**src/rtl/core/clock_run_compressor_top_macros.svh**
```systemverilog
`ifndef CLOCK_RUN_COMPRESSOR_TOP_MACROS_SVH
`define CLOCK_RUN_COMPRESSOR_TOP_MACROS_SVH

// Same-cycle implication, disabled while in reset.
`define CRC_ASSERT_NOW(label, clk, rst_n, ante, cons, msg) \
	label: assert property (@(posedge clk) disable iff (!(rst_n)) (ante) |-> (cons)) \
		else $error(msg);

// Next-cycle implication, disabled while in reset.
`define CRC_ASSERT_NEXT(label, clk, rst_n, ante, cons, msg) \
	label: assert property (@(posedge clk) disable iff (!(rst_n)) (ante) |=> (cons)) \
		else $error(msg);

`endif

```
**src/rtl/core/crc_pkg.sv**
```systemverilog
`timescale 1ns / 1ps
package crc_pkg;

	localparam int DEF_TIME_BITS   = 48;
	localparam int VALUE_BITS      = 32;
	localparam int DEF_QUEUE_DEPTH = 4;
	localparam int COUNT_BITS      = 32;
	localparam int LIMIT_BITS      = 8;
	localparam int WIDTH_BITS      = 6;
	localparam int HIST_DEPTH      = 5;
	localparam int CFG_INDEX_BITS  = 2;
	localparam int CFG_DATA_BITS   = 8;

	localparam logic [CFG_INDEX_BITS-1:0] REG_ENABLE       = 2'd0;
	localparam logic [CFG_INDEX_BITS-1:0] REG_WIDTH        = 2'd1;
	localparam logic [CFG_INDEX_BITS-1:0] REG_TOGGLE_LIMIT = 2'd2;
	localparam logic [CFG_INDEX_BITS-1:0] REG_STRIDE_LIMIT = 2'd3;

	localparam logic OP_CHANGE = 1'b0;
	localparam logic OP_FLUSH  = 1'b1;

	localparam logic KIND_VALUE = 1'b0;
	localparam logic KIND_RUN   = 1'b1;

	localparam logic [1:0] LEVEL_LOW     = 2'd0;
	localparam logic [1:0] LEVEL_HIGH    = 2'd1;
	localparam logic [1:0] LEVEL_UNKNOWN = 2'd2;

	localparam logic [WIDTH_BITS-1:0] WIDTH_RESET         = 6'd1;
	localparam logic [LIMIT_BITS-1:0] TOGGLE_LIMIT_RESET  = 8'd4;
	localparam logic [LIMIT_BITS-1:0] STRIDE_LIMIT_RESET  = 8'd2;
	localparam logic [HIST_DEPTH-1:0] HIST_FULL           = 5'h1f;

	typedef struct packed {
		logic has_run;
		logic has_val;
	} rec_flags_t;

endpackage

```
**src/rtl/core/crc_front.sv**
```systemverilog
`timescale 1ns / 1ps
module crc_front #(
	parameter int TIME_BITS = crc_pkg::DEF_TIME_BITS
) (
	input  logic                               clk,
	input  logic                               arst_n,
	input  logic                               cfg_we,
	input  logic [crc_pkg::CFG_INDEX_BITS-1:0] cfg_index,
	input  logic [crc_pkg::CFG_DATA_BITS-1:0]  cfg_data,
	input  logic                               accept,
	input  logic                               op,
	input  logic [TIME_BITS-1:0]               stamp,
	input  logic [crc_pkg::VALUE_BITS-1:0]     sample,
	output logic                               push,
	output crc_pkg::rec_flags_t                flags,
	output logic [TIME_BITS-1:0]               rec_period,
	output logic [crc_pkg::VALUE_BITS-1:0]     rec_value,
	output logic [crc_pkg::COUNT_BITS-1:0]     rec_repeats
);
	import crc_pkg::*;

	logic                  enable_q;
	logic [WIDTH_BITS-1:0] width_q;
	logic [LIMIT_BITS-1:0] tlim_q;
	logic [LIMIT_BITS-1:0] slim_q;

	logic [VALUE_BITS-1:0] hist_q [HIST_DEPTH];
	logic [HIST_DEPTH-1:0] vmask_q;
	logic [1:0]            level_q;
	logic                  av_q;
	logic [TIME_BITS-1:0]  at_q;
	logic [TIME_BITS-1:0]  rp_q;
	logic [COUNT_BITS-1:0] rc_q;

	logic                  stride, tog;
	logic [VALUE_BITS-1:0] wm, v, d1, e1, d2, e2;
	logic [HIST_DEPTH-1:0] vmask_n;
	logic                  stride_match, tog_match;
	logic [TIME_BITS-1:0]  gap;
	logic [COUNT_BITS-1:0] lim, rc_inc;
	logic                  do_track, match, absorbed, emit, val;
	logic                  av_n;
	logic [TIME_BITS-1:0]  at_n, rp_n;
	logic [COUNT_BITS-1:0] rc_n;

	assign stride = (width_q >= 6'd2) && (width_q <= 6'd32);
	assign tog    = (width_q == 6'd1);
	assign wm     = (stride || tog) ? (32'hFFFF_FFFF >> (6'd32 - width_q)) : 32'hFFFF_FFFF;
	assign v      = sample & wm;

	assign d1 = (v - hist_q[1]) & wm;
	assign e1 = (hist_q[1] - hist_q[3]) & wm;
	assign d2 = (hist_q[0] - hist_q[2]) & wm;
	assign e2 = (hist_q[2] - hist_q[4]) & wm;

	assign vmask_n      = {vmask_q[HIST_DEPTH-2:0], 1'b1};
	assign stride_match = (vmask_n == HIST_FULL) && (d1 == e1) && (d2 == e2) && (d1 == d2);
	assign tog_match    = ((level_q == LEVEL_HIGH) && !v[0]) || ((level_q == LEVEL_LOW) && v[0]);

	assign gap    = stamp - at_q;
	assign rc_inc = (rc_q == '1) ? rc_q : rc_q + 1'b1;

	always_comb begin
		do_track = 1'b0;
		match    = 1'b0;
		absorbed = 1'b0;
		emit     = 1'b0;
		av_n     = av_q;
		at_n     = at_q;
		rp_n     = rp_q;
		rc_n     = rc_q;
		if (op == OP_FLUSH) begin
			lim = (width_q > 6'd1) ? COUNT_BITS'(slim_q) : COUNT_BITS'(tlim_q);
		end else if (stride) begin
			lim = COUNT_BITS'(slim_q);
		end else begin
			lim = COUNT_BITS'(tlim_q);
		end

		if (op == OP_FLUSH) begin
			if (enable_q && av_q && (rc_q > lim)) begin
				emit = 1'b1;
				av_n = 1'b0;
				rc_n = '0;
			end
		end else if (enable_q && stride) begin
			do_track = 1'b1;
			match    = stride_match;
		end else if (enable_q && tog) begin
			do_track = 1'b1;
			match    = tog_match;
		end

		if (do_track) begin
			if (match && !av_q) begin
				av_n = 1'b1;
				at_n = stamp;
				rc_n = '0;
			end else if (match && (rc_q == '0)) begin
				rp_n = gap;
				at_n = stamp;
				rc_n = COUNT_BITS'(1);
			end else if (match && (rp_q == gap)) begin
				rc_n     = rc_inc;
				at_n     = stamp;
				absorbed = (rc_inc > lim);
			end else if (rc_q > lim) begin
				// break a long run: report it, then restart
				emit = 1'b1;
				av_n = 1'b0;
				rc_n = '0;
			end else begin
				av_n = 1'b0;
			end
		end

		val = (op == OP_CHANGE) && !absorbed;
	end

	assign push          = accept && (emit || val);
	assign flags.has_run = emit;
	assign flags.has_val = val;
	assign rec_period    = rp_q;
	assign rec_value     = v;
	assign rec_repeats   = rc_q - lim;

	always_ff @(posedge clk or negedge arst_n) begin
		if (!arst_n) begin
			enable_q <= 1'b0;
			width_q  <= WIDTH_RESET;
			tlim_q   <= TOGGLE_LIMIT_RESET;
			slim_q   <= STRIDE_LIMIT_RESET;
			vmask_q  <= '0;
			level_q  <= LEVEL_UNKNOWN;
			av_q     <= 1'b0;
			at_q     <= '0;
			rp_q     <= '0;
			rc_q     <= '0;
			for (int i = 0; i < HIST_DEPTH; i++) begin
				hist_q[i] <= '0;
			end
		end else if (cfg_we) begin
			case (cfg_index)
				REG_ENABLE: begin
					enable_q <= cfg_data[0];
				end
				REG_WIDTH: begin
					width_q <= cfg_data[WIDTH_BITS-1:0];
					av_q    <= (cfg_data[WIDTH_BITS-1:0] != 6'd1);
				end
				REG_TOGGLE_LIMIT: begin
					tlim_q <= cfg_data;
				end
				REG_STRIDE_LIMIT: begin
					slim_q <= cfg_data;
				end
				default: begin
				end
			endcase
		end else if (accept) begin
			av_q <= av_n;
			at_q <= at_n;
			rp_q <= rp_n;
			rc_q <= rc_n;
			if (op == OP_CHANGE && enable_q && stride) begin
				vmask_q   <= vmask_n;
				hist_q[0] <= v;
				for (int i = 1; i < HIST_DEPTH; i++) begin
					hist_q[i] <= hist_q[i-1];
				end
			end
			if (op == OP_CHANGE && enable_q && !stride && tog) begin
				level_q <= {1'b0, v[0]};
			end
		end
	end

endmodule

```
**src/rtl/core/crc_queue.sv**
```systemverilog
`timescale 1ns / 1ps
module crc_queue #(
	parameter int DATA_BITS = 64,
	parameter int DEPTH     = crc_pkg::DEF_QUEUE_DEPTH
) (
	input  logic                 clk,
	input  logic                 arst_n,
	input  logic                 push,
	input  logic [DATA_BITS-1:0] wr_data,
	input  logic                 pop,
	output logic [DATA_BITS-1:0] rd_data,
	output logic                 full,
	output logic                 empty
);
	localparam int PTR_BITS = (DEPTH > 1) ? $clog2(DEPTH) : 1;
	localparam int CNT_BITS = $clog2(DEPTH + 1);

	logic [DATA_BITS-1:0] mem_q [DEPTH];
	logic [PTR_BITS-1:0]  wr_ptr_q, rd_ptr_q;
	logic [CNT_BITS-1:0]  count_q;

	assign full    = (count_q == CNT_BITS'(DEPTH));
	assign empty   = (count_q == '0);
	assign rd_data = mem_q[rd_ptr_q];

	always_ff @(posedge clk) begin
		if (push) begin
			mem_q[wr_ptr_q] <= wr_data;
		end
	end

	always_ff @(posedge clk or negedge arst_n) begin
		if (!arst_n) begin
			wr_ptr_q <= '0;
			rd_ptr_q <= '0;
			count_q  <= '0;
		end else begin
			if (push) begin
				wr_ptr_q <= (wr_ptr_q == PTR_BITS'(DEPTH - 1)) ? '0 : wr_ptr_q + 1'b1;
			end
			if (pop) begin
				rd_ptr_q <= (rd_ptr_q == PTR_BITS'(DEPTH - 1)) ? '0 : rd_ptr_q + 1'b1;
			end
			if (push && !pop) begin
				count_q <= count_q + 1'b1;
			end else if (pop && !push) begin
				count_q <= count_q - 1'b1;
			end
		end
	end

endmodule

```
**src/rtl/core/crc_back.sv**
```systemverilog
`timescale 1ns / 1ps
module crc_back #(
	parameter int TIME_BITS = crc_pkg::DEF_TIME_BITS
) (
	input  logic                           clk,
	input  logic                           arst_n,
	input  logic                           head_valid,
	input  crc_pkg::rec_flags_t            head_flags,
	input  logic [TIME_BITS-1:0]           head_stamp,
	input  logic [TIME_BITS-1:0]           head_period,
	input  logic [crc_pkg::VALUE_BITS-1:0] head_value,
	input  logic [crc_pkg::COUNT_BITS-1:0] head_repeats,
	output logic                           pop,
	input  logic                           out_stall,
	output logic                           out_valid,
	output logic                           kind,
	output logic [TIME_BITS-1:0]           stamp_out,
	output logic [crc_pkg::VALUE_BITS-1:0] value_out,
	output logic [TIME_BITS-1:0]           period,
	output logic [crc_pkg::COUNT_BITS-1:0] repeats,
	output logic                           last
);
	import crc_pkg::*;

	logic                  valid_q, phase_q, kind_q, last_q;
	logic [TIME_BITS-1:0]  stamp_q, period_q;
	logic [VALUE_BITS-1:0] value_q;
	logic [COUNT_BITS-1:0] repeats_q;
	logic                  load, run_word;

	assign load     = !valid_q || !out_stall;
	assign run_word = head_flags.has_run && !phase_q;
	// hold the entry after its run word when a value word still follows
	assign pop      = load && head_valid && !(run_word && head_flags.has_val);

	always_ff @(posedge clk or negedge arst_n) begin
		if (!arst_n) begin
			valid_q <= 1'b0;
			phase_q <= 1'b0;
		end else if (load) begin
			valid_q <= head_valid;
			if (head_valid) begin
				phase_q <= run_word && head_flags.has_val;
			end
		end
	end

	always_ff @(posedge clk) begin
		if (load && head_valid) begin
			stamp_q <= head_stamp;
			if (run_word) begin
				kind_q    <= KIND_RUN;
				value_q   <= '0;
				period_q  <= head_period;
				repeats_q <= head_repeats;
				last_q    <= !head_flags.has_val;
			end else begin
				kind_q    <= KIND_VALUE;
				value_q   <= head_value;
				period_q  <= '0;
				repeats_q <= '0;
				last_q    <= 1'b1;
			end
		end
	end

	assign out_valid = valid_q;
	assign kind      = kind_q;
	assign stamp_out = stamp_q;
	assign value_out = value_q;
	assign period    = period_q;
	assign repeats   = repeats_q;
	assign last      = last_q;

endmodule

```
**src/rtl/core/clock_run_compressor_top.sv**
```systemverilog
`timescale 1ns / 1ps
// Channel  | Direction | Handshake            | Word
// in       | sink      | in_valid / in_stall  | op, stamp, sample
// out      | source    | out_valid/out_stall  | kind, stamp_out, value_out, period, repeats, last
// cfg      | sink      | cfg_valid/cfg_ready  | cfg_index, cfg_data
//
// An input word is classified and its state updated in the cycle it is taken; it reaches
// the output register through the result queue. One word enters per cycle while in_stall
// is low; the output register delivers one result per cycle while out_stall is low, so an
// input that yields a run record and a value record holds the output for both. The result
// queue (QUEUE_DEPTH entries) absorbs that and output stalls; in_stall is high only while
// it is full. Reset clears all tracking state and the queue; cfg_ready is always high.
module clock_run_compressor_top #(
	parameter int TIME_BITS   = crc_pkg::DEF_TIME_BITS,
	parameter int QUEUE_DEPTH = crc_pkg::DEF_QUEUE_DEPTH
) (
	input  logic                               clk,
	input  logic                               arst_n,
	input  logic                               cfg_valid,
	output logic                               cfg_ready,
	input  logic [crc_pkg::CFG_INDEX_BITS-1:0] cfg_index,
	input  logic [crc_pkg::CFG_DATA_BITS-1:0]  cfg_data,
	input  logic                               in_valid,
	output logic                               in_stall,
	input  logic                               op,
	input  logic [TIME_BITS-1:0]               stamp,
	input  logic [crc_pkg::VALUE_BITS-1:0]     sample,
	output logic                               out_valid,
	input  logic                               out_stall,
	output logic                               kind,
	output logic [TIME_BITS-1:0]               stamp_out,
	output logic [crc_pkg::VALUE_BITS-1:0]     value_out,
	output logic [TIME_BITS-1:0]               period,
	output logic [crc_pkg::COUNT_BITS-1:0]     repeats,
	output logic                               last
);
	import crc_pkg::*;

	`include "clock_run_compressor_top_macros.svh"

	localparam int DATA_BITS = 2 + 2 * TIME_BITS + VALUE_BITS + COUNT_BITS;

	logic                  accept, q_push, q_pop, q_full, q_empty;
	rec_flags_t            f_flags, h_flags;
	logic [TIME_BITS-1:0]  f_period, h_stamp, h_period;
	logic [VALUE_BITS-1:0] f_value, h_value;
	logic [COUNT_BITS-1:0] f_repeats, h_repeats;
	logic [DATA_BITS-1:0]  q_wr, q_rd;

	assign cfg_ready = 1'b1;
	assign in_stall  = q_full;
	assign accept    = in_valid && !q_full;

	crc_front #(
		.TIME_BITS(TIME_BITS)
	) u_front (
		.clk         (clk),
		.arst_n      (arst_n),
		.cfg_we      (cfg_valid && cfg_ready),
		.cfg_index   (cfg_index),
		.cfg_data    (cfg_data),
		.accept      (accept),
		.op          (op),
		.stamp       (stamp),
		.sample      (sample),
		.push        (q_push),
		.flags       (f_flags),
		.rec_period  (f_period),
		.rec_value   (f_value),
		.rec_repeats (f_repeats)
	);

	assign q_wr = {f_flags, stamp, f_period, f_value, f_repeats};
	assign {h_flags, h_stamp, h_period, h_value, h_repeats} = q_rd;

	crc_queue #(
		.DATA_BITS(DATA_BITS),
		.DEPTH    (QUEUE_DEPTH)
	) u_queue (
		.clk     (clk),
		.arst_n  (arst_n),
		.push    (q_push),
		.wr_data (q_wr),
		.pop     (q_pop),
		.rd_data (q_rd),
		.full    (q_full),
		.empty   (q_empty)
	);

	crc_back #(
		.TIME_BITS(TIME_BITS)
	) u_back (
		.clk          (clk),
		.arst_n       (arst_n),
		.head_valid   (!q_empty),
		.head_flags   (h_flags),
		.head_stamp   (h_stamp),
		.head_period  (h_period),
		.head_value   (h_value),
		.head_repeats (h_repeats),
		.pop          (q_pop),
		.out_stall    (out_stall),
		.out_valid    (out_valid),
		.kind         (kind),
		.stamp_out    (stamp_out),
		.value_out    (value_out),
		.period       (period),
		.repeats      (repeats),
		.last         (last)
	);

	`CRC_ASSERT_NOW(a_pop_nonempty, clk, arst_n, q_pop, !q_empty, "pop from empty queue")
	`CRC_ASSERT_NEXT(a_run_then_value, clk, arst_n, out_valid && !out_stall && kind == KIND_RUN && !last, out_valid && kind == KIND_VALUE && last, "run record not followed by value record")
	`CRC_ASSERT_NOW(a_run_fields, clk, arst_n, out_valid && kind == KIND_RUN, value_out == '0 && repeats != '0, "bad run record fields")
	`CRC_ASSERT_NOW(a_value_fields, clk, arst_n, out_valid && kind == KIND_VALUE, period == '0 && repeats == '0 && last, "bad value record fields")

endmodule

```
**config.mk**
```make
export PLATFORM = sky130hd
export DESIGN_NAME = clock_run_compressor_top
export DESIGN_NICKNAME = d
export VERILOG_FILES = /design/src/rtl/core/crc_pkg.sv /design/src/rtl/core/crc_front.sv /design/src/rtl/core/crc_queue.sv /design/src/rtl/core/crc_back.sv /design/src/rtl/core/clock_run_compressor_top.sv
export VERILOG_INCLUDE_DIRS = /design/src /design/src/rtl/core
export SDC_FILE = /design/constraint.sdc
export NUM_CORES = 2
export LEC_CHECK = 0
export BUFFER_PORTS_ARGS = -buffer_cell sky130_fd_sc_hd__clkbuf_2
export CAP_MARGIN = 20
export CELL_PAD_IN_SITES_DETAIL_PLACEMENT = 0
export CELL_PAD_IN_SITES_GLOBAL_PLACEMENT = 1
export CORE_MARGIN = 2
export CORE_UTILIZATION = 49
export CTS_CLUSTER_DIAMETER = 150
export DETAILED_ROUTE_END_ITERATION = 10
export PLACE_DENSITY_LB_ADDON = 0.1
export SYNTH_ARGS = -nofsm -noshare
export SYNTH_HDL_FRONTEND = slang
export SYNTH_SLANG_ARGS = --single-unit
```
**constraint.sdc**
```tcl
create_clock -name clk -period 14 [get_ports clk]
set_clock_uncertainty 0.2 [all_clocks]
set_input_delay 1.4 -clock clk [delete_from_list [all_inputs] [get_ports clk]]
set_output_delay 1.4 -clock clk [all_outputs]
set_load 0.005 [all_outputs]
```
# Word-level counts from Yosys, hierarchy flattened
# Memories as Yosys holds them, arrays and structs flattened.
# Index checks and enable logic that the tools add are counted.
[word_totals] regBits=489 mem_bits_rw=648 input_bits=96 out_inout_bits=165 word_cells=179 memories=1
[classes] add_sub_neg=12 order_cmp=5 n_eq_ne=16 shifts=1 mux=48 n_bitwise=9 reduce_logical=61
[mem_list] name="u_queue.mem_q" depth=4 word_bits=162 read_ports=1 rd_ports_with_merged_regs=0 wr=1 line_no="crc_queue.sv:18" source="logic [DATA_BITS-1:0] mem_q [DEPTH];"
[ops] operator="$mux 32" count=9
[ops] operator="$and 32x32->32" count=5
[ops] operator="$sub 32x32->32" count=5
[ops] operator="$mux 48" count=3
[ops] operator="$eq 32x32->1" count=3
[ops] operator="$gt 32x32->1" count=2
[ops] operator="$eq 48x48->1" count=1
[ops] operator="$sub 48x48->48" count=1
[ops] operator="$add 32x1->32 const B" count=1
[ops] operator="$eq 32x32->1 const B" count=1
[ops] operator="$logic_not 32->1" count=1
[ops] operator="$shr 32x6->32 const A" count=1
[ops] operator="$mux 1" count=29
[ops] operator="$logic_and 1x1->1" count=26
[ops] operator="$mux 8" count=3
[ops] operator="$reduce_and 2->1" count=7
[ops] operator="$logic_not 1->1" count=13
[ops] operator="$eq 2x2->1 const B" count=4
[ops] operator="$eq 6x1->1 const B" count=1
[ops] operator="$ge 6x2->1 const B" count=1
[ops] operator="$gt 6x1->1 const B" count=1
[ops] operator="$le 6x6->1 const B" count=1
[ops] operator="$mux 3" count=2
[ops] operator="$ne 6x1->1 const B" count=1
[ops] operator="other kinds (18)" count=30

# Logic depth before layout (Yosys ltp)
[depth] word_depth=26 mapped_depth=33 mapped_depth_nobuf=29

# Cells and area by module
# From an unflattened synthesis, not the netlist that was laid out.
[hier_totals] cells_unflattened=4710 hier_area_um2=58483.6
[modules_own_cells] mod="crc_front" instances=1 cells_per_inst=3529 area_per_inst_um2=28878.9 seq_area_each_um2=7962.6
[modules_own_cells] mod="crc_queue" instances=1 cells_per_inst=882 area_per_inst_um2=23787.8 seq_area_each_um2=19633.8
[modules_own_cells] mod="crc_back" instances=1 cells_per_inst=295 area_per_inst_um2=5788.1 seq_area_each_um2=4914.7
[modules_own_cells] mod="clock_run_compressor_top" instances=1 cells_per_inst=4 area_per_inst_um2=28.8 seq_area_each_um2=0.0

# Worst setup path before layout
# No wires, ideal clock.
[synth_timing] path_kind="input-to-reg" start="input port out_stall" end="register u_queue.count_q[1]" setup_ns=0.125 arrival_ns=11.437 required_time_ns=13.675 slack_ns=2.239 stages=6 n_path_buf=0 cell_sequence="a21oi_1 > nand2_1 > ha_1 > inv_1 > fa_1 > mux2_2"
[synth_between] elab_chain_cells=7 elab_cells_between_ends=9 classes_between="mux (1); reduce/logical (8)"
[synth_rtl] item="start: declaration" line_no="clock_run_compressor_top.sv:29" source="input logic out_stall,"
[synth_rtl] item="$logic_not 1->1 *" line_no="crc_back.sv:31" source="assign load = !valid_q || !out_stall;"
[synth_rtl] item="$logic_or 1x1->1 *" line_no="crc_back.sv:31"
[synth_rtl] item="$logic_and 1x1->1 * (2 in a row)" line_no="crc_back.sv:34" source="assign pop = load && head_valid && !(run_word && head_flags.has_val);"
[synth_rtl] item="$logic_not 1->1" line_no="crc_queue.sv:44" source="if (push && !pop) begin"
[synth_rtl] item="$logic_and 1x1->1" line_no="crc_queue.sv:44"
[synth_rtl] item="$mux 3 or $reduce_bool 2->1 (tied branches)"
[synth_rtl] item="end signal: assignment" line_no="crc_queue.sv:45" source="count_q <= count_q + 1'b1;"
[synth_rtl] item="end signal: assignment" line_no="crc_queue.sv:47" source="count_q <= count_q - 1'b1;"
[synth_rtl] item="end: declaration" line_no="crc_queue.sv:20" source="logic [CNT_BITS-1:0] count_q;"
# Every way passes the cells marked *; elsewhere a longest branch is shown, timed or not.
# A chain may end at the register's enable or synchronous reset.

# Worst setup path in the final report
[layout_timing] start="register u_front.width_q[1]" end="memory u_queue.mem_q[1][119] (netlist name), enable pin"
[layout_between] elab_chain_cells=24 elab_cells_between_ends=59 classes_between="add/sub (2); order compare (5); eq/ne (4); shift (1); mux (23); bitwise (5); reduce/logical (19)"
[layout_rtl] item="start: declaration" line_no="crc_front.sv:23" source="logic [WIDTH_BITS-1:0] width_q;"
[layout_rtl] item="start signal: assignment" line_no="crc_front.sv:148" source="width_q <= cfg_data[WIDTH_BITS-1:0];"
[layout_rtl] item="branches (longest 3 deep; another with $sub 6x6->6)"
[layout_rtl] item="$mux 32 *" line_no="crc_front.sv:48" source="assign wm = (stride || tog) ? (32'hFFFF_FFFF >> (6'd32 - width_q)) : 32'hFFFF_FFFF;"
[layout_rtl] item="$and 32x32->32 *" line_no="crc_front.sv:49" source="assign v = sample & wm;"
[layout_rtl] item="net f_value[7]" line_no="clock_run_compressor_top.sv:46" source="logic [VALUE_BITS-1:0] f_value, h_value;"
[layout_rtl] item="$sub 32x32->32 *" line_no="crc_front.sv:51" source="assign d1 = (v - hist_q[1]) & wm;"
[layout_rtl] item="$and 32x32->32 *" line_no="crc_front.sv:51"
[layout_rtl] item="$eq 32x32->1" line_no="crc_front.sv:57" source="assign stride_match = (vmask_n == HIST_FULL) && (d1 == e1) && (d2 == e2) && (d1 == d2);"
[layout_rtl] item="$logic_and 1x1->1 (2 in a row)" line_no="crc_front.sv:57"
[layout_rtl] item="[... 7 more ...]"
[layout_rtl] item="$mux 1" line_no="crc_front.sv:94" source="if (do_track) begin"
[layout_rtl] item="$logic_not 1->1" line_no="crc_front.sv:117" source="val = (op == OP_CHANGE) && !absorbed;"
[layout_rtl] item="$logic_and 1x1->1" line_no="crc_front.sv:117"
[layout_rtl] item="$logic_or 1x1->1 *" line_no="crc_front.sv:120" source="assign push = accept && (emit || val);"
[layout_rtl] item="$logic_and 1x1->1 *" line_no="crc_front.sv:120"
[layout_rtl] item="net q_push" line_no="clock_run_compressor_top.sv:43" source="logic accept, q_push, q_pop, q_full, q_empty;"
[layout_rtl] item="$mux 1 *" line_no="crc_queue.sv:27" source="if (push) begin"
[layout_rtl] item="$mux 1 (not written as such) *" line_no="crc_queue.sv:28" source="mem_q[wr_ptr_q] <= wr_data;"
[layout_rtl] item="end: declaration" line_no="crc_queue.sv:18"
# Mark *: on every way through the listed nets, which the timed path passes.

==> run metrics <==
status=complete, no violations; Post-synth EDFFs=810; CTS Root Cell=clkbuf_16; Slew @ Worst Pin=1.19 ns; syn_nets=5017; crit path kind=flop to flop; Initial DRT Pass Iterations=6; gr usage total=0.257; first-pass GRT wire length=roughly 240 mm; Rows=126; compound-gate portion of the synthesized area=0.113; post-cts sizing count=0; CTS tree=yes; Max H-tree Level=3; core area=~120000 µm²; commonest register cell after synthesis=edfxtp_1; count leader, synth=edfxtp_1; Final Hold Fails=0; PD cells=245 nW/µm²; CTS Sinks=1137; Final #Nets=between 5000 and 6000; ranking of synthesized cells by area=edfxtp_1, dfrtp_1, mux4_2, ha_1, mux2_2; Slew Limit Fails=0; Cell Area, Synth=58400 µm²; top-level port count=261; Slew HR=0.198; Post-synth top cells=edfxtp_1, nand2_1, dfrtp_1; f_max=102 MHz; Final HPWL DP=113 mm; synthesized-area fraction occupied by adder cells=0.0463; Mean Syn Cell Area=12.4 µm²; largest family of logic cells by synthesized area=compound AO/OA/AOI/OAI gates; VDD IR-drop max=0.170 mV; cell count after synthesis=between 4000 and 5000; Cell variety after synth=105; XOR/XNOR Fraction of Synth Area=0.0403; Hold Slack=between 0.2 and 0.3 ns; DR vias=38800; Avg WL per Cell=around 24 µm; post-CTS setup buffers=0; Crit. End Element=flop; RD Place Congestion=0.952; Starting Density=0.494; Final Cycle Share=0.700; initial antenna violation count=1; Initial DRC Count=roughly 3200; max incr delay on CP=0.72 ns; vias in the first global route=38100; largest area contributor in the netlist=edfxtp_1; Pleak=0.0252 µW; Final setup viols=0; clock-pin slew of the registers on the worst-case setup and hold paths=0.07 ns; CP max stage cell=and2_1; Routed Wire Length=between 150 and 200 mm; die boundary height=349 µm; crit path DAT=9.82 ns; Post-Synth Simple-Gate Area=0.110; Critical Path RT=approximately 14 ns; layout cells sized above 1=0.171; worst-path cell chain=inv_1, ha_1, or3b_1, o21ai_2, and2_1, o21ai_0, and2_1, ha_1, nand4_1, nor3_1, o21ai_0, and3_1, xnor2_1, nor3b_1, a311oi_1, o2111ai_1, or4_1, nor4_1, a41oi_1, buf_4, o21bai_1, a21oi_1, and2_4, buf_12; Layout area overhead=11.9%; antenna-violating nets left=0; Critical Path Source Type=flop; RSZ-0062 raised after global routing=no; Pwr Total=between 15000 and 20000 µW; Warnings, synthesis=0; cts bufs inserted=118; post-synthesis sequential area ratio=0.556; critical path fanouts, max=122; drt drc=0; Clock Latency Late Sink=0.75 ns; port bufs=259; delay-heaviest family, CP=simple AND/OR/NAND/NOR gates; Final Critical Period=a little under 10 ns; Hold WC Path Type=flop to flop; Yosys top cell area share=0.416; die area=122000 µm²; Buf/Inv on CP=3; largest net degree at the start of global routing=134; ys async rst share=0.288; mux cell area share after synthesis=0.103; CTS Buffer Depth=3; max cap viols=0; vias per inst=5.91; die width=~350 µm; hold buffer count at cts=0; GRT overflow=0; Setup TNS=0 ns; Seq cells post-synth=1137
metal layers:
metal	routed length [µm]	GRT usage
met5	0	0
met4	4080	0.0681
met3	7140	0.0281
met2	72200	0.404
met1	73300	0.382
layout make-up:
cell class / instances / area (µm²)
Clock buffer: 166 / 3250
Clock inverter: 58 / 916
Tap cell: 1536 / 1920
Inverter: 246 / 923
Antenna cell: 3 / 7.51
Fill cell: 9978 / 52900
Multi-Input combinational cell: 3118 / 24200
Timing Repair Buffer: 296 / 1650
Sequential cell: 1137 / 32500
tightest hold or removal path: cells and delay by family (launching register included):
kind             cells  cell delay (ns)
AO/OA/AOI/OAI        1             0.06
flip-flops           1             0.34
AND/OR/NAND/NOR      1             0.04
cells by family (layout without fill, tap and decap cells):
group / Yosys count / after routing
adder cells (fa/ha/maj): 212 / 212
AO/OA/AOI/OAI: 1007 / 1007
XOR/XNOR: 238 / 238
other: 1 / 4
buffers and inverters: 454 / 766
multiplexers: 379 / 379
flip-flops: 1137 / 1137
AND/OR/NAND/NOR: 1281 / 1281
placed cells by master, fill, tap and decap left out, types with 21 or more instances in the layout:
cell and n:
clkbuf_2 259, inv_1 245, xnor2_1 135, buf_4 30, and3_1 27, dfrtp_1 321, clkbuf_1 36, a21oi_1 252
nand4_1 70, a31oi_1 23, mux2_2 153, edfxtp_1 810, xor2_1 83, nor2_1 246, o211ai_1 50, o21a_1 48
ha_1 205, clkbuf_16 118, mux2_1 36, nand2_1 371, nand3_1 76, or3_1 36, mux2i_1 29, nor2b_1 33
o21ai_0 259, a211oi_1 36, nor4_1 33, mux4_2 161, nor3_1 81, and2_1 161, nand2b_1 35, or2_2 21
a21o_1 75
power by group:
| part | internal, µW | leakage [µW] | switching (µW) |
|---|---|---|---|
| registers | 4490 | 0.0119 | 330 |
| logic | 3020 | 0.0113 | 4860 |
| clock network | 1980 | 0.00201 | 1350 |
per-stage QoR:
step	utilization	worst slack [ns]	cell area, µm²	instances
after floorplan	-	2.24	58400	4709
after global placement	0.517	4.64	61200	6331
after detailed placement	0.517	4.60	61200	6332
after CTS	0.553	4.53	65400	6556
after global routing	0.553	3.92	65400	6557
final	0.553	4.20	65400	6560
sequential cells by signal (all words and copies together), names as in the netlist, 2 cells and up:
register and count:
u_queue.wr_ptr_q 2, u_front.at_q 48, u_back.value_out 32, u_back.repeats 32, u_front.slim_q 8, u_front.rec_period 48
u_front.hist_q 160, u_queue.rd_ptr_q 2, u_back.stamp_out 48, u_front.vmask_q 4, u_front.width_q 6, u_front.tlim_q 8
u_queue.mem_q 648, u_queue.count_q 3, u_back.period 48, u_front.rc_q 32, u_front.level_q 2
final timing paths:
kind	depth (start not counted)	slack [ns]	end	startpoint
min reg2reg	2	0.28	u_front.hist_q[60]$_DFFE_PN0P_	u_front.hist_q[60]$_DFFE_PN0P_
max in group asynchronous	3	10.88	u_queue.rd_ptr_q[0]$_DFFE_PN0P_	arst_n
max	24	4.20	u_queue.mem_q[1][119]$_DFFE_PP_	u_front.width_q[1]$_DFFE_PN0P_
max reg2reg	24	4.20	u_queue.mem_q[1][119]$_DFFE_PP_	u_front.width_q[1]$_DFFE_PN0P_
min in group asynchronous	1	0.50	u_front.hist_q[83]$_DFFE_PN0P_	arst_n
min	2	0.28	u_front.hist_q[60]$_DFFE_PN0P_	u_front.hist_q[60]$_DFFE_PN0P_
Power figures use the tool's default switching activity.
